[config.mk]
export PLATFORM = sky130hd
export DESIGN_NAME = sha256_message_hasher_core
export DESIGN_NICKNAME = d
export VERILOG_FILES = /design/src/hdl/sha_pkg.sv /design/src/hdl/sha_datapath.sv /design/src/hdl/sha_ctrl.sv /design/src/hdl/sha256_message_hasher_core.sv
export SDC_FILE = /design/constraint.sdc
export NUM_CORES = 2
export LEC_CHECK = 0
export ABC_AREA = 1
export BUFFER_PORTS_ARGS = -buffer_cell sky130_fd_sc_hd__buf_4
export CORE_UTILIZATION = 50
export DETAILED_ROUTE_END_ITERATION = 7
export PLACE_DENSITY = 0.73
export SYNTH_ARGS = -nofsm -noshare
export SYNTH_HDL_FRONTEND = slang
export SYNTH_SLANG_ARGS = --single-unit
[constraint.sdc]
create_clock -name i_clk -period 18.9 [get_ports i_clk]
set_clock_uncertainty 0.15 [all_clocks]
set_input_delay 4.725 -clock i_clk [delete_from_list [all_inputs] [get_ports i_clk]]
set_output_delay 4.725 -clock i_clk [all_outputs]
set_load 0.1 [all_outputs]
[src/hdl/sha_pkg.sv]
// SHA-256 package: round constants, initial hash words, control types and a rotate helper.
// Used by the controller, datapath and top level of the message hasher.
`default_nettype none
package sha_pkg;

    localparam logic [31:0] PAD_WORD = 32'h8000_0000;

    // Command from controller to datapath
    typedef enum logic [2:0] {
        CMD_IDLE,
        CMD_LOAD,
        CMD_START,
        CMD_ROUND,
        CMD_FOLD,
        CMD_INIT
    } t_cmd;

    typedef enum logic [1:0] {
        SRC_DATA,
        SRC_ZERO,
        SRC_LEN_HI,
        SRC_LEN_LO
    } t_src;

    typedef struct packed {
        t_cmd        cmd;
        t_src        src;
        logic [5:0]  round;
    } t_ctrl;

    function automatic logic [31:0] round_const(input logic [5:0] r);
        logic [31:0] k [64];
        k = '{
            32'h428a2f98,32'h71374491,32'hb5c0fbcf,32'he9b5dba5,32'h3956c25b,32'h59f111f1,
            32'h923f82a4,32'hab1c5ed5,32'hd807aa98,32'h12835b01,32'h243185be,32'h550c7dc3,
            32'h72be5d74,32'h80deb1fe,32'h9bdc06a7,32'hc19bf174,32'he49b69c1,32'hefbe4786,
            32'h0fc19dc6,32'h240ca1cc,32'h2de92c6f,32'h4a7484aa,32'h5cb0a9dc,32'h76f988da,
            32'h983e5152,32'ha831c66d,32'hb00327c8,32'hbf597fc7,32'hc6e00bf3,32'hd5a79147,
            32'h06ca6351,32'h14292967,32'h27b70a85,32'h2e1b2138,32'h4d2c6dfc,32'h53380d13,
            32'h650a7354,32'h766a0abb,32'h81c2c92e,32'h92722c85,32'ha2bfe8a1,32'ha81a664b,
            32'hc24b8b70,32'hc76c51a3,32'hd192e819,32'hd6990624,32'hf40e3585,32'h106aa070,
            32'h19a4c116,32'h1e376c08,32'h2748774c,32'h34b0bcb5,32'h391c0cb3,32'h4ed8aa4a,
            32'h5b9cca4f,32'h682e6ff3,32'h748f82ee,32'h78a5636f,32'h84c87814,32'h8cc70208,
            32'h90befffa,32'ha4506ceb,32'hbef9a3f7,32'hc67178f2};
        return k[r];
    endfunction

    function automatic logic [31:0] init_hash(input logic [2:0] i);
        logic [31:0] h [8];
        h = '{32'h6a09e667,32'hbb67ae85,32'h3c6ef372,32'ha54ff53a,
              32'h510e527f,32'h9b05688c,32'h1f83d9ab,32'h5be0cd19};
        return h[i];
    endfunction

    function automatic logic [31:0] rotr(input logic [31:0] x, input int n);
        return (x >> n) | (x << (32 - n));
    endfunction

endpackage
`default_nettype wire

[src/hdl/sha_datapath.sv]
// SHA-256 datapath: hash words, schedule window, working variables, bit count.
// Depends on sha_pkg; driven by sha_ctrl commands.
`default_nettype none
module sha_datapath (
    input  wire logic               i_clk,
    input  wire logic               i_rst_n,
    input  wire sha_pkg::t_ctrl     i_ctrl,
    input  wire logic [31:0]        i_word,
    input  wire logic [3:0]         i_widx,
    input  wire logic [5:0]         i_len_add,
    input  wire logic               i_len_en,
    input  wire logic [1:0]         i_part,
    output logic [63:0]             o_part
);
    import sha_pkg::*;

    logic [31:0] r_h [8];
    logic [31:0] r_w [16];
    logic [31:0] r_v [8];
    logic [63:0] r_len;

    logic [31:0] load_word, sched, s0, s1, t1, t2, x, y;
    logic [3:0]  ri;

    // Select the word pushed into the window
    always_comb begin
        case (i_ctrl.src)
            SRC_DATA:   load_word = i_word;
            SRC_ZERO:   load_word = '0;
            SRC_LEN_HI: load_word = r_len[63:32];
            SRC_LEN_LO: load_word = r_len[31:0];
            default:    load_word = '0;
        endcase
    end

    // Expand the schedule and form one round
    always_comb begin
        ri = i_ctrl.round[3:0];
        x  = r_w[ri + 4'd1];
        y  = r_w[ri + 4'd14];
        s0 = rotr(x, 7) ^ rotr(x, 18) ^ (x >> 3);
        s1 = rotr(y, 17) ^ rotr(y, 19) ^ (y >> 10);
        if (i_ctrl.round < 6'd16) sched = r_w[ri];
        else sched = r_w[ri] + s0 + r_w[ri + 4'd9] + s1;
        t1 = r_v[7] + (rotr(r_v[4], 6) ^ rotr(r_v[4], 11) ^ rotr(r_v[4], 25))
           + ((r_v[4] & r_v[5]) ^ (~r_v[4] & r_v[6])) + round_const(i_ctrl.round) + sched;
        t2 = (rotr(r_v[0], 2) ^ rotr(r_v[0], 13) ^ rotr(r_v[0], 22))
           + ((r_v[0] & r_v[1]) ^ (r_v[0] & r_v[2]) ^ (r_v[1] & r_v[2]));
    end

    // Bit counter
    always_ff @(posedge i_clk) begin
        if (!i_rst_n || i_ctrl.cmd == CMD_INIT) begin
            r_len <= '0;
        end else if (i_len_en) begin
            r_len <= r_len + {58'd0, i_len_add};
        end
    end

    // Hash words
    always_ff @(posedge i_clk) begin
        for (int i = 0; i < 8; i++) begin
            if (!i_rst_n || i_ctrl.cmd == CMD_INIT) begin
                r_h[i] <= init_hash(3'(i));
            end else if (i_ctrl.cmd == CMD_FOLD) begin
                r_h[i] <= r_h[i] + r_v[i];
            end
        end
    end

    // Window and working variables
    always_ff @(posedge i_clk) begin
        case (i_ctrl.cmd)
            CMD_LOAD: r_w[i_widx] <= load_word;
            CMD_START: begin
                for (int i = 0; i < 8; i++) r_v[i] <= r_h[i];
            end
            CMD_ROUND: begin
                r_w[ri] <= sched;
                r_v[7] <= r_v[6]; r_v[6] <= r_v[5]; r_v[5] <= r_v[4];
                r_v[4] <= r_v[3] + t1;
                r_v[3] <= r_v[2]; r_v[2] <= r_v[1]; r_v[1] <= r_v[0];
                r_v[0] <= t1 + t2;
            end
            default: ;
        endcase
    end

    assign o_part = {r_h[{i_part, 1'b0}], r_h[{i_part, 1'b1}]};
endmodule
`default_nettype wire

[src/hdl/sha_ctrl.sv]
// SHA-256 controller: word intake, padding sequence, rounds and digest output.
// Depends on sha_pkg; drives sha_datapath.
`default_nettype none
module sha_ctrl (
    input  wire logic               i_clk,
    input  wire logic               i_rst_n,
    input  wire logic               i_valid,
    output logic                    o_ready,
    input  wire logic [31:0]        i_data,
    input  wire logic [2:0]         i_count,
    input  wire logic               i_end,
    output sha_pkg::t_ctrl          o_ctrl,
    output logic [31:0]             o_word,
    output logic [3:0]              o_widx,
    output logic [5:0]              o_len_add,
    output logic                    o_len_en,
    output logic                    o_out_valid,
    input  wire logic               i_out_ready,
    output logic [1:0]              o_part
);
    import sha_pkg::*;

    typedef enum logic [2:0] {
        S_IDLE, S_PAD, S_START, S_ROUND, S_FOLD, S_OUT
    } t_state;

    t_state      r_state, r_ret;
    logic [3:0]  r_widx;
    logic [5:0]  r_round;
    logic [1:0]  r_part;
    logic        r_final;   // message end seen, padding in progress
    logic        r_padw;    // pad word 0x80000000 still owed
    logic        r_lenhi;   // length high word already pushed

    logic        acc;
    logic [2:0]  n;
    logic [31:0] mask, padded;

    assign acc     = i_valid && o_ready;
    assign o_ready = (r_state == S_IDLE);
    assign n       = (i_count > 3'd4) ? 3'd4 : i_count;

    always_comb begin
        case (n)
            3'd0:    mask = 32'h0000_0000;
            3'd1:    mask = 32'hff00_0000;
            3'd2:    mask = 32'hffff_0000;
            3'd3:    mask = 32'hffff_ff00;
            default: mask = 32'hffff_ffff;
        endcase
        padded = (i_data & mask) | (PAD_WORD >> {n, 3'b000});
    end

    // Drive datapath commands
    always_comb begin
        o_ctrl.cmd   = CMD_IDLE;
        o_ctrl.src   = SRC_DATA;
        o_ctrl.round = r_round;
        o_word       = i_data;
        o_widx       = r_widx;
        o_len_en     = 1'b0;
        o_len_add    = 6'd32;
        case (r_state)
            S_IDLE: if (acc) begin
                o_ctrl.cmd = CMD_LOAD;
                o_len_en   = 1'b1;
                if (i_end) begin
                    o_len_add = {n, 3'b000};
                    if (n != 3'd4) o_word = padded;
                end
            end
            S_PAD: begin
                o_ctrl.cmd = CMD_LOAD;
                if (r_padw) begin
                    o_word = PAD_WORD;
                end else if (r_widx == 4'd14) begin
                    o_ctrl.src = SRC_LEN_HI;
                end else if (r_widx == 4'd15 && r_lenhi) begin
                    o_ctrl.src = SRC_LEN_LO;
                end else begin
                    o_ctrl.src = SRC_ZERO;
                end
            end
            S_START: o_ctrl.cmd = CMD_START;
            S_ROUND: o_ctrl.cmd = CMD_ROUND;
            S_FOLD:  o_ctrl.cmd = CMD_FOLD;
            S_OUT: if (i_out_ready && r_part == 2'd3) o_ctrl.cmd = CMD_INIT;
            default: ;
        endcase
    end

    // Hold state, word index, round counter, part counter and padding flags
    always_ff @(posedge i_clk) begin
        if (!i_rst_n) begin
            r_state <= S_IDLE;
            r_ret   <= S_IDLE;
            r_widx  <= '0;
            r_round <= '0;
            r_part  <= '0;
            r_final <= 1'b0;
            r_padw  <= 1'b0;
            r_lenhi <= 1'b0;
        end else begin
            case (r_state)
                S_IDLE: if (acc) begin
                    r_widx  <= r_widx + 4'd1;
                    r_final <= i_end;
                    r_padw  <= i_end && (n == 3'd4);
                    r_lenhi <= 1'b0;
                    if (r_widx == 4'd15) begin
                        r_state <= S_START;
                        r_ret   <= i_end ? S_PAD : S_IDLE;
                    end else begin
                        r_state <= i_end ? S_PAD : S_IDLE;
                    end
                end
                S_PAD: begin
                    r_widx <= r_widx + 4'd1;
                    r_padw <= 1'b0;
                    if (!r_padw && r_widx == 4'd14) r_lenhi <= 1'b1;
                    if (r_widx == 4'd15) begin
                        r_state <= S_START;
                        r_ret   <= (!r_padw && r_lenhi) ? S_OUT : S_PAD;
                        if (!r_padw && r_lenhi) r_lenhi <= 1'b0;
                    end
                end
                S_START: begin
                    r_round <= '0;
                    r_state <= S_ROUND;
                end
                S_ROUND: begin
                    r_round <= r_round + 6'd1;
                    if (r_round == 6'd63) r_state <= S_FOLD;
                end
                S_FOLD: begin
                    r_state <= r_ret;
                    r_part  <= '0;
                end
                S_OUT: if (i_out_ready) begin
                    r_part <= r_part + 2'd1;
                    if (r_part == 2'd3) begin
                        r_state <= S_IDLE;
                        r_widx  <= '0;
                        r_final <= 1'b0;
                    end
                end
                default: r_state <= S_IDLE;
            endcase
        end
    end

    assign o_out_valid = (r_state == S_OUT);
    assign o_part      = r_part;

    // Rounds only run inside a block, output only after padding
    a_round_range: assert property (@(posedge i_clk) disable iff (!i_rst_n)
        (r_state == S_ROUND && r_round == 6'd63) |=> r_state == S_FOLD)
        else $error("round 63 not followed by fold");
    a_out_final: assert property (@(posedge i_clk) disable iff (!i_rst_n)
        (r_state == S_OUT) |-> r_final)
        else $error("digest out without message end");
    a_start_full: assert property (@(posedge i_clk) disable iff (!i_rst_n)
        (r_state == S_START) |-> r_widx == 4'd0)
        else $error("block started with partial window");
endmodule
`default_nettype wire

[src/hdl/sha256_message_hasher_core.sv]
// SHA-256 message hasher, top level: one word per input handshake, digest as four parts.
// Each block runs the 64-round loop at one round per cycle, between start and fold.
// A final word adds padding loads (up to 16 per extra block) and four output parts.
// No new word is taken while a block is hashed, padded or sent out as digest.
// Synchronous active-low reset loads the initial hash and clears the bit counter.
`default_nettype none
module sha256_message_hasher_core (
    input  wire logic          i_clk,
    input  wire logic          i_rst_n,
    input  wire logic          i_valid,
    output logic               o_ready,
    input  wire logic [31:0]   i_data_word,
    input  wire logic [2:0]    i_byte_count,
    input  wire logic          i_message_end,
    output logic               o_valid,
    input  wire logic          i_ready,
    output logic [63:0]        o_digest_part,
    output logic [1:0]         o_part_index,
    output logic               o_last_part
);
    import sha_pkg::*;

    t_ctrl       ctrl;
    logic [31:0] word;
    logic [3:0]  widx;
    logic [5:0]  len_add;
    logic        len_en;
    logic [1:0]  part;

    sha_ctrl u_ctrl (
        .i_clk, .i_rst_n, .i_valid, .o_ready,
        .i_data(i_data_word), .i_count(i_byte_count), .i_end(i_message_end),
        .o_ctrl(ctrl), .o_word(word), .o_widx(widx), .o_len_add(len_add),
        .o_len_en(len_en), .o_out_valid(o_valid), .i_out_ready(i_ready), .o_part(part)
    );

    sha_datapath u_dp (
        .i_clk, .i_rst_n, .i_ctrl(ctrl), .i_word(word), .i_widx(widx),
        .i_len_add(len_add), .i_len_en(len_en), .i_part(part), .o_part(o_digest_part)
    );

    assign o_part_index = part;
    assign o_last_part  = (part == 2'd3);
endmodule
`default_nettype wire
; ---- Word level (Yosys, flattened, before mapping)
; Memories as Yosys holds them, arrays and structs flattened. A register that Yosys moved wholly into a read port is not among the register bits.
; Index checks and enable logic that the tools add are counted.
[totals]
register_bits = 84
latchBits = 0
ramBits = 1024
rom_bits = 2048
input_bits = 40
elab_cells = 223
memories = 4
[classes]
n_addsub = 25
mul = 0
div_mod_pow = 0
order_cmp = 3
n_eq_ne = 28
shift = 1
mux = 86
bitwise_logic = 46
reduce_logical = 22
[mem_list]
columns = memory, words, width, read_ports, rd_clocked_by_memory_dff, wr, line_no
row1 = (name not given), 64, 32, 1, 0, 0, sha_pkg.sv:45  ; return k[r];
row2 = u_dp.r_w, 16, 32, 4, 1, 1, sha_datapath.sv:18  ; logic [31:0] r_w [16];
row3 = u_dp.r_h, 8, 32, 10, 2, 8, sha_datapath.sv:17  ; logic [31:0] r_h [8];
row4 = u_dp.r_v, 8, 32, 8, 0, 8, sha_datapath.sv:19  ; logic [31:0] r_v [8];
[ops]
columns = operator, count
row1 = two-way mux 32 bit, 24
row2 = adder 32 bit, 18
row3 = XOR 32 bit, 9
row4 = case mux 32 bit (4 select lines), 2
row5 = bitwise AND 32 bit, 6
row6 = adder 64 x 6 -> 64 bit, 1
row7 = case mux 32 bit (2 select lines), 1
row8 = two-way mux 3 bit, 16
row9 = case mux 3 bit (6 select lines), 2
row10 = inverter 32 bit, 1
row11 = bitwise OR 10 x 32 -> 32 bit, 1
row12 = bitwise OR 13 x 32 -> 32 bit, 1
row13 = bitwise OR 14 x 32 -> 32 bit, 1
row14 = bitwise OR 15 x 32 -> 32 bit, 1
row15 = bitwise OR 19 x 32 -> 32 bit, 1
row16 = bitwise OR 21 x 32 -> 32 bit, 1
row17 = bitwise OR 25 x 32 -> 32 bit, 1
row18 = bitwise OR 26 x 32 -> 32 bit, 1
row19 = bitwise OR 30 x 32 -> 32 bit, 1
row20 = bitwise OR 32 bit, 1
row21 = bitwise OR 7 x 32 -> 32 bit, 1
row22 = OR reduction 32 bit, 1
row23 = "right shift 32 x 6 -> 32 bit, first input constant", 1
row24 = XOR 32 x 22 -> 32 bit, 1
row25 = other kinds (39), 117

; ---- Depth between registers and ports, before layout
[logic_depth]
depth_word = 12
mapped_depth = 63
depth_no_buf = 55

; ---- Hierarchy
; Synthesis repeated with hierarchy kept, for this count alone.
[unflattened]
hier_cells = 10541
area_unflattened_um2 = 84762.5
[by_module_without_submodules]
columns = mod, instances, cells_each, area_each_um2
row1 = sha_datapath, 1, 10270, 83201.0
row2 = sha_ctrl, 1, 269, 1554.0
row3 = sha256_message_hasher_core, 1, 2, 7.5

; ---- Worst setup path after synthesis
; OpenSTA, ideal clock, no wires.
[synth_path]
path_kind = register -> register
start = register u_ctrl.r_state[1]
end = memory u_dp.r_w[13][0] (enable)
setup_ns = 0.421
t_arrival_ns = 15.993
slack_ns = 2.335
path_stages_with_launch = 10
n_path_buf = 1
cell_sequence = dfxtp_1 -> inv_1 -> nor2_1 -> inv_1 -> nor2_2 -> clkinv_1 -> clkbuf_1 -> o21ai_0 -> nand3_1 -> nor2_1
[synth_via]
elab_chain_len = 9
word_cells_on_any_way = 18
cone_classes = 7 x eq/ne / 8 x mux / 3 x reduce/logical
[synth_lines]
columns = item, line_no
row1 = from (decl), sha_ctrl.sv:27  ; t_state r_state, r_ret;
row2 = from (signal assigned), sha_ctrl.sv:114  ; r_state <= i_end ? S_PAD : S_IDLE;
row3 = from (signal assigned), sha_ctrl.sv:136  ; r_state <= r_ret;
row4 = zero test 3 bit, "sha_ctrl.sv:40, sha_ctrl.sv:63"
row5 = logical AND 1 bit, sha_ctrl.sv:39  ; assign acc = i_valid && o_ready;
row6 = two-way mux 1 bit, sha_ctrl.sv:64  ; S_IDLE: if (acc) begin
row7 = case mux 3 bit (6 select lines) *, sha_ctrl.sv:63  ; case (r_state)
row8 = == test 3 x 2 -> 1 bit, sha_datapath.sv:73  ; case (i_ctrl.cmd)
row9 = two-way mux 1 bit, sha_datapath.sv:73
row10 = two-way mux 1 bit (not written as such), sha_datapath.sv:79  ; r_w[ri] <= sched;
row11 = OR reduction 32 bit (no source line), --
row12 = two-way mux 4 bit (no source line) / two-way mux 1 bit (equally long branches), --
row13 = to (decl), sha_datapath.sv:18
; Every way passes the cells marked *; elsewhere a longest branch is shown, timed or not.

==> flow_summary.toml <==
[run_status]
status = "complete, but fails checks"
violations = "design-rule violations"

[worst_setup_path]
path_buf_inv = 9
required_ns = 19.33
slowest_delay_ns = 0.95
crit_type = "flop to flop"
critPathTopFamily = "adder cells"
slowest_stage = "ha_4"
critPathArrivalTime_ns = 14.43
crit_fanout = 72
cp-end-kind = "flop"
crit_path_start_kind = "flop"
cp_common_cell = "nand2_1"

[synthesis]
yosysSeqAreaShare_pct = 38.6
synth_cell_types = 77
synth-warning-count = 0
synthAdderAreaFrac_pct = 10.9
synth_top_family_by_area = "compound AO/OA/AOI/OAI gates"
syn_nets = 11122
synth-xor-area-share_pct = 3.90
synth-seq-cells = 1110
synthSimpleGateAreaFrac_pct = 17.2
synthCells = 10483
synth-main-ff-cell = "edfxtp_1"
synth_mux_area_share_pct = 0.617
synth_compound_area_share_pct = 20.5
async_flop_share_pct = 0
synth_edf_count = 1024
syn-cell-area_um2 = 84100
syn-mean-instance-area_um2 = 8.02

[die]
initial_core_util_pct = 50.3
dieArea_um2 = 170000
die_w_um = 412
rows = 150
core_um2 = 167000
die_y_um = 412
io-pin-count = 109

[sta]
slew_violations = 0
setup_slack_ns = 4.91
finalCritPeriodShare_pct = 74.0
slew_headroom_pct = 6.91
fmax_ghz = 0.0715
setup_violations = 0
finalSetupTns_ns = 0
worst-slew-pin-transition_ns = 1.38
rsz0062_at_grt = "false"
min_period_ns = 13.99
hold_viol_final = 0

[detailed_routing]
wl_met3_um = 49600
wl_per_cell_um = 29.3
drt-initial-drc-count = 13744
wl_met2_um = 155000
wirelength_um = 371000
drtPass1Iterations = 8
wl_met1_um = 142000
ant_nets = 0
drc_errors = 6
highest_layer = "met5"
viasPerCell = 6.52
vias = 82595

[clock_network]
clockBufferDepth = 3
insertion_delay_ns = 0.84
cts_setup_buffers = 0
hold_buffers = 0
cts_resized = 0
cts_tree = "yes"
cts-root-buf = "clkbuf_16"
clk_pin_slew_ns = 0.06
cts_buffers = 132
htreeDepth = 4
cts_sinks = 1110

[grt]
grt_max_degree = 158
grt_antenna_before_repair = 22
track_usage_pct = 42.6
grt_pass1_vias = 77028
grt_overflow = 0
grt_pass1_wl_um = 529000

[run]
maxCapViolations = 0

[hold_path]
hp-class = "flop to flop"

[placement]
place_ws_ns = 5.37
dp_hpwl_um = 270000
dpl_cell_area_um2 = 87000
io_buffers = 108
gp_routability_congestion = 1.03

[layout]
area_growth_syn_to_layout_pct = 8.63
final_area_um2 = 91400
drive_gt1_share_pct = 6.13
layout.nets = 11000
[through the flow]
step | std cells | hold WS (ns) | util, %
5_1_grt | 12674 | 0.362 | 54.7
2_1_floorplan | 10483 | 0.294 | -
4_1_cts | 12673 | 0.333 | 54.7
6_report | 12677 | 0.331 | 54.7
3_3_place_gp | 12431 | 0.310 | 52.1
3_5_place_dp | 12431 | 0.320 | 52.1
[cell type report]
| type | count | area [um2] |
|---|---|---|
| sequential | 1110 | 32500 |
| tap | 2204 | 2760 |
| fill | 15388 | 75700 |
| antenna | 4 | 10.0 |
| clock inverter | 63 | 709 |
| timing repair buffer | 273 | 2070 |
| multi-input combinational | 7572 | 44900 |
| clock buffer | 179 | 3630 |
| inverter | 1272 | 4800 |
[layout by cell type, fill, tap and decap left out, types with 31 or more instances in the layout]
cell       synthesis  final
nand2_1         1965   1961
inv_1           1257   1251
o21ai_0         1131   1117
a21oi_1         1046   1046
edfxtp_1        1024   1024
nor2_1           673    654
nand3_1          536    536
ha_1             403    399
buf_4              7    271
xor2_1           213    213
fa_1             196    196
o22ai_1          184    184
xnor2_1          161    161
clkbuf_16          0    135
o211ai_1         118    118
o21ai_1           98    112
nor3_1           101    101
or2_2             78     78
dfxtp_1           86     78
a31oi_1           75     73
a221oi_1          69     69
o21a_1            62     62
o221ai_1          49     49
mux2i_1           45     45
a21o_1            43     43
nand4_1           39     39
clkbuf_1         347     35
o311ai_0          31     31
[path summary, 6_finish.rpt]
check	cells after the start	to	slack, ns	start
min	1	u_dp.r_len[17]	0.33	u_dp.r_len[17]
max reg2reg	49	u_dp.r_v[0][31]	4.91	u_ctrl.r_round[1]
max	49	u_dp.r_v[0][31]	4.91	u_ctrl.r_round[1]
min reg2reg	1	u_dp.r_len[17]	0.33	u_dp.r_len[17]
[state kept, by name, summed over array words and instances (netlist names), named ones only]
register and count:
u_ctrl.o_widx 4, u_ctrl.o_part 2, u_ctrl.r_lenhi 1, u_dp.r_w 512, u_ctrl.r_state 3, u_dp.r_v 256, u_dp.r_len 61, u_ctrl.r_round 6
u_ctrl.r_ret 2, u_ctrl.r_padw 1, u_dp.r_h 256
[synthesized netlist by cell type, drive strengths merged (50+ instances only)]
cell type / count / area share (%)
ha: 403 / 6.0
a31oi: 75 / 0.56
clkbuf: 348 / 1.6
fa: 196 / 4.7
o211ai: 118 / 1.1
nand3: 541 / 3.3
nand2: 1972 / 8.8
inv: 1266 / 5.7
a21oi: 1046 / 6.2
dfxtp: 86 / 2.0
o21ai: 1231 / 7.3
xnor2: 161 / 1.7
o22ai: 185 / 1.4
edfxtp: 1024 / 37
nor2: 687 / 3.2
nor3: 103 / 0.62
or2: 79 / 0.59
a221oi: 69 / 0.72
buf: 181 / 1.1
mux2i: 50 / 0.62
o21a: 62 / 0.55
xor2: 213 / 2.2
[kinds of logic after synthesis]
logic type,count (synthesis)
multiplexers,50
flip-flops,1110
XOR/XNOR,374
AND/OR/NAND/NOR,3466
buffers and inverters,1801
AO/OA/AOI/OAI,3064
adder cells (fa/ha/maj),618
[routing by layer]
layer / up-vias / track usage (%)
met5: - / 0
met4: 24 / 23.8
met3: 1239 / 10.4
met2: 6279 / 62.6
met1: 39050 / 57.5
li1: 36003 / -
Power is left out: the tool's default activity adds up to more than one toggle a clock period on the data nets, which glitch-free logic cannot reach.
